===== src/hdl/consistent_hash_replica_select_assert.svh =====
// Assertion macros for the replica selector top level.
// Expects clk and arst_n in the scope of each use; no other dependencies.
`ifndef CONSISTENT_HASH_REPLICA_SELECT_ASSERT_SVH
`define CONSISTENT_HASH_REPLICA_SELECT_ASSERT_SVH

// Same-cycle implication, disabled during reset.
`define CHRS_ASSERT_IMP(lbl, ante, cons) \
	lbl: assert property (@(posedge clk) disable iff (!arst_n) (ante) |-> (cons)) \
		else $error("implication check failed");

// Next-cycle implication, disabled during reset.
`define CHRS_ASSERT_NEXT(lbl, ante, cons) \
	lbl: assert property (@(posedge clk) disable iff (!arst_n) (ante) |=> (cons)) \
		else $error("next-cycle check failed");

`endif


===== src/hdl/chrs_pkg.sv =====
// Shared types and constants of the consistent-hash replica selector.
// No dependencies; used by chrs_hash, the top level and the bench.
package chrs_pkg;

	typedef enum logic [1:0] {
		KIND_CLEAR  = 2'd0,
		KIND_INSERT = 2'd1,
		KIND_KEY    = 2'd2,
		KIND_NONE   = 2'd3
	} kind_t;

	typedef enum logic [1:0] {
		STAT_OK    = 2'd0,
		STAT_TRUNC = 2'd1,
		STAT_EMPTY = 2'd2,
		STAT_OVF   = 2'd3
	} status_t;

	// Register select bit (paddr[2])
	localparam logic REG_ATT_LIMIT    = 1'b0;
	localparam logic REG_WORKER_TOTAL = 1'b1;
	localparam logic [7:0] ATT_LIMIT_RST = 8'd100;

	// Murmur3 x86_32 constants
	localparam logic [31:0] MM_C1 = 32'hcc9e2d51;
	localparam logic [31:0] MM_C2 = 32'h1b873593;
	localparam logic [31:0] MM_C3 = 32'h85ebca6b;
	localparam logic [31:0] MM_C4 = 32'hc2b2ae35;
	localparam logic [31:0] MM_C5 = 32'he6546b64;
	localparam logic [31:0] SIGN_FLIP = 32'h80000000;

	typedef enum logic [3:0] {
		HS_IDLE, HS_FETCH, HS_TAKE, HS_MUL1, HS_MUL2, HS_ROUND,
		HS_FIN0, HS_FIN1, HS_FIN2, HS_FIN3, HS_DONE
	} hash_state_t;

	typedef enum logic [3:0] {
		S_IDLE, S_INS_MOD, S_BS_RD, S_BS_CMP, S_INS_RD, S_INS_EQ, S_INS_CHK,
		S_SH_RD, S_SH_WR, S_INS_PUT, S_LK_START, S_LK_HASH, S_LK_WAIT,
		S_LK_RD, S_LK_OWN, S_EMIT
	} top_state_t;

	typedef struct packed {
		logic       start;
		logic [7:0] attempt;
	} hash_req_t;

	typedef struct packed {
		logic        busy;
		logic        done;
		logic [31:0] hash;
	} hash_rsp_t;

endpackage


===== src/hdl/chrs_hash.sv =====
// Key buffer memory and byte-serial Murmur3 x86_32 (seed 0) engine.
// Hashes the key followed by the attempt number; depends on chrs_pkg.
module chrs_hash #(
	parameter int MAX_KEY_BYTES = 256,
	parameter int KAW = 8,
	parameter int KLW = 9
) (
	input  logic                clk,
	input  logic                arst_n,
	input  logic                key_we,
	input  logic [KAW-1:0]      key_waddr,
	input  logic [7:0]          key_wdata,
	input  logic [KLW-1:0]      key_len,
	input  chrs_pkg::hash_req_t req,
	output chrs_pkg::hash_rsp_t rsp
);

	localparam int BW = $clog2(MAX_KEY_BYTES + 5);

	chrs_pkg::hash_state_t state_q, state_d;
	logic [7:0]  key_mem [MAX_KEY_BYTES];
	logic [7:0]  rd_q;
	logic [BW-1:0] bi_q;
	logic [7:0]  attempt_q;
	logic [31:0] k_q, t_q, h_q;
	logic [BW-1:0] len_w, klen_w;
	logic        last_byte, blk_end;
	logic [7:0]  byte_v;
	logic [31:0] x_round, x_fin0, y_fin2;

	function automatic logic [31:0] rotl(input logic [31:0] x, input int r);
		rotl = (x << r) | (x >> (32 - r));
	endfunction

	// key buffer: written by the intake, read by the byte index
	always_ff @(posedge clk) begin
		if (key_we) begin
			key_mem[key_waddr] <= key_wdata;
		end
		rd_q <= key_mem[bi_q[KAW-1:0]];
	end

	// message byte and block position
	always_comb begin
		klen_w    = BW'(key_len);
		len_w     = klen_w + BW'(4);
		last_byte = (bi_q == len_w - BW'(1));
		blk_end   = (bi_q[1:0] == 2'd3);
		if (bi_q < klen_w) begin
			byte_v = rd_q;
		end else if (bi_q == klen_w) begin
			byte_v = attempt_q;
		end else begin
			byte_v = 8'd0;
		end
		x_round = rotl(h_q ^ t_q, 13);
		x_fin0  = h_q ^ 32'(len_w);
		y_fin2  = h_q ^ (h_q >> 13);
	end

	// next state
	always_comb begin
		state_d = state_q;
		unique case (state_q)
			chrs_pkg::HS_IDLE:  if (req.start) state_d = chrs_pkg::HS_FETCH;
			chrs_pkg::HS_FETCH: state_d = chrs_pkg::HS_TAKE;
			chrs_pkg::HS_TAKE: begin
				if (blk_end || last_byte) state_d = chrs_pkg::HS_MUL1;
				else state_d = chrs_pkg::HS_FETCH;
			end
			chrs_pkg::HS_MUL1:  state_d = chrs_pkg::HS_MUL2;
			chrs_pkg::HS_MUL2:  state_d = chrs_pkg::HS_ROUND;
			chrs_pkg::HS_ROUND: begin
				if (last_byte) state_d = chrs_pkg::HS_FIN0;
				else state_d = chrs_pkg::HS_FETCH;
			end
			chrs_pkg::HS_FIN0:  state_d = chrs_pkg::HS_FIN1;
			chrs_pkg::HS_FIN1:  state_d = chrs_pkg::HS_FIN2;
			chrs_pkg::HS_FIN2:  state_d = chrs_pkg::HS_FIN3;
			chrs_pkg::HS_FIN3:  state_d = chrs_pkg::HS_DONE;
			chrs_pkg::HS_DONE:  state_d = chrs_pkg::HS_IDLE;
			default:            state_d = chrs_pkg::HS_IDLE;
		endcase
	end

	// status outputs
	always_comb begin
		rsp.busy = (state_q != chrs_pkg::HS_IDLE);
		rsp.done = (state_q == chrs_pkg::HS_DONE);
		rsp.hash = h_q;
	end

	always_ff @(posedge clk or negedge arst_n) begin
		if (!arst_n) begin
			state_q <= chrs_pkg::HS_IDLE;
		end else begin
			state_q <= state_d;
		end
	end

	// datapath: one byte at a time, at most one multiply per stage
	always_ff @(posedge clk) begin
		unique case (state_q)
			chrs_pkg::HS_IDLE: begin
				if (req.start) begin
					bi_q      <= '0;
					h_q       <= '0;
					attempt_q <= req.attempt;
				end
			end
			chrs_pkg::HS_TAKE: begin
				if (bi_q[1:0] == 2'd0) k_q <= {24'd0, byte_v};
				else k_q <= k_q | ({24'd0, byte_v} << {bi_q[1:0], 3'b000});
				if (!(blk_end || last_byte)) bi_q <= bi_q + BW'(1);
			end
			chrs_pkg::HS_MUL1: t_q <= 32'(k_q * chrs_pkg::MM_C1);
			chrs_pkg::HS_MUL2: t_q <= 32'(rotl(t_q, 15) * chrs_pkg::MM_C2);
			chrs_pkg::HS_ROUND: begin
				if (blk_end) h_q <= 32'((x_round << 2) + x_round + chrs_pkg::MM_C5);
				else h_q <= h_q ^ t_q;
				if (!last_byte) bi_q <= bi_q + BW'(1);
			end
			chrs_pkg::HS_FIN0: h_q <= x_fin0 ^ (x_fin0 >> 16);
			chrs_pkg::HS_FIN1: h_q <= 32'(h_q * chrs_pkg::MM_C3);
			chrs_pkg::HS_FIN2: h_q <= 32'(y_fin2 * chrs_pkg::MM_C4);
			chrs_pkg::HS_FIN3: h_q <= h_q ^ (h_q >> 16);
			default: ;
		endcase
	end

endmodule


===== config.mk =====
export PLATFORM = sky130hd
export DESIGN_NAME = chrs_hash
export DESIGN_NICKNAME = d
export VERILOG_FILES = /design/src/hdl/consistent_hash_replica_select_assert.svh /design/src/hdl/chrs_pkg.sv /design/src/hdl/chrs_hash.sv
export SDC_FILE = /design/constraint.sdc
export NUM_CORES = 2
export LEC_CHECK = 0
export ABC_AREA = 0
export BUFFER_PORTS_ARGS = -buffer_cell sky130_fd_sc_hd__clkbuf_2
export CAP_MARGIN = 5
export CORE_ASPECT_RATIO = 0.9
export CORE_UTILIZATION = 55
export DETAILED_ROUTE_END_ITERATION = 12
export PLACE_DENSITY_LB_ADDON = 0.12
export REMOVE_ABC_BUFFERS = 1
export SLEW_MARGIN = 10
export SYNTH_ARGS = -nofsm -noshare
export SYNTH_HDL_FRONTEND = slang
export SYNTH_SLANG_ARGS = --single-unit

===== constraint.sdc =====
create_clock -name clk -period 6.49 [get_ports clk]
set_input_delay 1.947 -clock clk [delete_from_list [all_inputs] [get_ports clk]]
set_output_delay 1.947 -clock clk [all_outputs]
set_load 0.05 [all_outputs]

==> reports/summary.md <==
For this configuration, the core starts out at a cell density of 55.43%. The layout overhead on the synthesized area works out to 13.85%. For the distinct cell type count of the synthesized netlist, the log shows 75. The final reports fail on negative setup slack. For the accumulated negative setup slack, the log shows -1.902 ns. For this run, the leading register cell type out of synthesis is edfxtp_1. The launch point of the worst reg-to-reg path was h_q[6]. In this run the count of I/O pins placed on the die edge is 71. Category of cells accounting for the largest share of critical-path delay: adder cells.

The run finished, with violations left. Once detail routing completed, the nets flagged for antenna violations numbered 0. The via count of the first global-routing pass was 72336.

Counting instances, the worst hold path has a depth of 2. The setup slack of the critical path after layout is -0.2278 ns, and the x dimension of the die is 497.9 um. The worst hold path endpoint was k_q[31]. Counting stages on the worst path, the most repeated cell is fa_1.

The overall fraction of global-route tracks in use is 29.66%, and the layout cell share with drive strength beyond 1 is 20.82%. Input and output buffers added on the ports amount to 70. The number of enable flip-flop cells after synthesis works out to 2161. For the arrival time of data at the critical path endpoint, the log shows 7.26 ns. The placed wire-length estimate was 228.7 mm; the final design utilization was 63.11%.

At the end of routability-driven placement, the weighted congestion stood at 0.9525. The final routed wire length divided by cell count is 27.65 um. Setup repair after global routing could not meet its margin everywhere.

At the later pin of the worst-skew pair, clock insertion delay measures 0.86 ns. The relative max-transition margin was 13.41%. TritonCTS built the clock tree. For this run, design rule violations remaining after detail routing come to 0. Using the TritonRoute via totals, the vias-per-cell ratio works out to 5.944. Count of nets after finishing: 10285. The proportion of synthesized flip-flops having asynchronous set or reset works out to 0.1841%. The number of hold violations in the final report was 0.

The tools report the max-slew violation total from the final report as 0. Number of buffers inserted during clock tree synthesis: 210. The tightest min-delay check is of the reg -> reg type. After detailed routing, the total wire length is 325.6 mm. Pin count of the biggest net entering global routing: 161. The worst hold path begins at attempt_q[7]. Counting tap cells, the placed design contains a total of 11317 instances. Capture instance of the worst register-to-register path: h_q[31]. For this block, the initial DRC count from the detailed router was 6834.

STA classifies the critical path startpoint as a flop. Setup slack on the worst reg-to-reg path comes out at -0.23 ns. STA puts the critical path data required time at 7.04 ns.

The overall die height works out to 448.4 um. During synthesis, Yosys emitted a total of 0 warnings. The H-tree generated during clock tree synthesis spans 4 levels.

The run gives 53.51% as the sequential-to-total area share from yosys stat. The mean instance size in the synthesized netlist is 15.19 um2, and the clock transition at the registers of the reported paths is 0.06 ns. Measured in cells, the most critical reg-to-reg path has a length of 25.

After floorplanning, the core was divided into 163 placement rows. Core area: 219600 um2. The time the worst path needs with I/O delays and setup is 6.718 ns, and the maximum fanout along the worst path is 8. The part of the cycle the worst path needs is 103.5%. For the final cell count without fillers, the log shows 11777. The mapped cell area is 121800 um2, and the achievable clock frequency is 148.9 MHz. The tools report the sum of overflow across all layers after global routing as 0.

The critical path contains buffers and inverters numbering 7 combined. For the pin with the worst max-slew slack, the measured transition is 1.293 ns. The pre-antenna-repair detailed-routing pass consisted of 6 iterations. The tools report the overall die area as 223300 um2. In this run the clock root is driven by a clkbuf_16. Setup violations remaining at the end of the flow were counted as 12. Across the routed clock network, the largest skew measured is 0.04217 ns.

The first global-routing pass estimated 481.5 mm of wire. The tools report the number of clock sinks seen by CTS as 2173. The slowest stage of the critical path belongs to the cell fa_2. The tools report the capturing element type of the critical path as a flop. The run gives 11 as the initial antenna violation count.

Synthesis produced a netlist whose cell count is 8017. Worst setup path category: reg -> reg. The via count of the routed design was 69999; the number of flip-flops and latches in the synthesized netlist was 2173.

The longest clock path from root to sink contains 3 buffers. On the worst path, the slowest cell contributes a delay of 0.59 ns. Number of max-cap violations: 0.
-- how the worst max path moves through the flow --
stage	startpoint	to	slack, ns	cells past startpoint
after floorplan	bi_q[0]	k_q[18]	-19.01	6
final	h_q[6]	h_q[31]	-0.23	25
after detailed placement	h_q[21]	h_q[28]	-0.66	25
after global routing	h_q[19]	h_q[31]	-0.42	26
after CTS	h_q[20]	h_q[23]	-0.28	26
after global placement	h_q[6]	h_q[28]	-0.62	28
-- layout by cell type, fill, tap and decap left out, types with 40 or more instances in the layout --
| cell | count |
|---|---|
| xor2_1 | 79 |
| nand3_1 | 53 |
| nor3_1 | 47 |
| xnor2_1 | 239 |
| nor2_1 | 419 |
| fa_1 | 701 |
| o21ai_0 | 105 |
| mux4_2 | 508 |
| ha_4 | 49 |
| a21oi_1 | 158 |
| inv_1 | 1305 |
| edfxtp_1 | 2161 |
| o221ai_1 | 131 |
| o22ai_1 | 68 |
| clkbuf_2 | 62 |
| buf_4 | 640 |
| clkinv_2 | 41 |
| clkbuf_16 | 210 |
| a21o_1 | 41 |
| ha_1 | 741 |
| nand2_1 | 181 |
| a211oi_1 | 40 |
| mux2i_1 | 206 |
-- logic make-up after synthesis --
group           Yosys count  synth area share [%]
compound gates          773                 4.281
mux                     720                 11.15
xor+xnor                345                 2.482
buf+inv                1618                 5.258
flops                  2173                 53.51
simple gates            856                 3.063
fa+ha+maj              1532                 20.26
-- per-layer routing --
layer  GRT usage, %  part of all wire (%)  up-vias
li1               -                     -    30498
met1          41.90                    42    36462
met2          48.14                    48     2541
met3          4.101                   6.8      492
met4          9.291                   3.3        6
met5              0                 0.011        -
-- state kept, by name, indices dropped and copies added, names as in the netlist --
name and count:
key_mem 2048, h_q 32, k_q 32, t_q 32, bi_q 9, attempt_q 8, rd_q 8, state_q 4
-- tightest hold or removal path, cell delays in order, from the launching register on --
cell      delay (ns)
edfxtp_1        0.44
nand2_1         0.07
o221ai_1        0.06
-- stage by stage --
| step | setup WS (ns) | instance area [um2] | hold slack, ns |
|---|---|---|---|
| 2_1_floorplan | -19.01 | 120400 | 0.5769 |
| 3_3_place_gp | -0.6187 | 129400 | 0.6734 |
| 5_1_grt | -0.4188 | 138600 | 0.7245 |
| 4_1_cts | -0.2829 | 137300 | 0.6941 |
| 3_5_place_dp | -0.6550 | 129400 | 0.6841 |
| 6_report | -0.2278 | 138600 | 0.6863 |
-- synthesized netlist by cell type, types with 20 or more instances --
| library cell | number | area, um2 |
|---|---|---|
| edfxtp_1 | 2161 | 64890 |
| inv_1 | 1333 | 5004 |
| ha_1 | 800 | 10010 |
| fa_1 | 732 | 14650 |
| mux4_2 | 508 | 11440 |
| nor2_1 | 426 | 1599 |
| xnor2_1 | 256 | 2242 |
| mux2i_1 | 206 | 2062 |
| nand2_1 | 186 | 698.2 |
| a21oi_1 | 180 | 900.9 |
| clkbuf_1 | 169 | 634.4 |
| o221ai_1 | 132 | 1156 |
| o21ai_0 | 126 | 630.6 |
| xor2_1 | 89 | 779.5 |
| o22ai_1 | 68 | 425.4 |
| nand3_1 | 60 | 300.3 |
| nor3_1 | 56 | 280.3 |
| a211oi_1 | 47 | 352.8 |
| buf_2 | 46 | 230.2 |
| a21o_1 | 41 | 307.8 |
| o21a_1 | 30 | 225.2 |
| nor2b_1 | 27 | 168.9 |
| buf_6 | 25 | 281.5 |
| buf_4 | 22 | 165.2 |
| nand2b_1 | 20 | 125.1 |
-- final cells by class --
| class | count | area (um2) |
|---|---|---|
| fill | 16104 | 81040 |
| sequential | 2173 | 65150 |
| multi-input combinational | 4226 | 51830 |
| timing repair buffer | 768 | 6070 |
| clock buffer | 252 | 5443 |
| inverter | 1337 | 5032 |
| tap | 2887 | 3612 |
| clock inverter | 131 | 1465 |
| antenna | 3 | 7.507 |
-- repair_timing --
action	in CTS	in global routing
hold endpoints to repair	0	0
gates cloned	0	0
pin swaps	76	119
setup endpoints to repair	27	30
hold buffers	0	0
gates resized for setup	149	189
buffers inserted	41	35
Power is not shown: default switching activity piles up to over one toggle a cycle in this logic, so the estimate is an artifact.
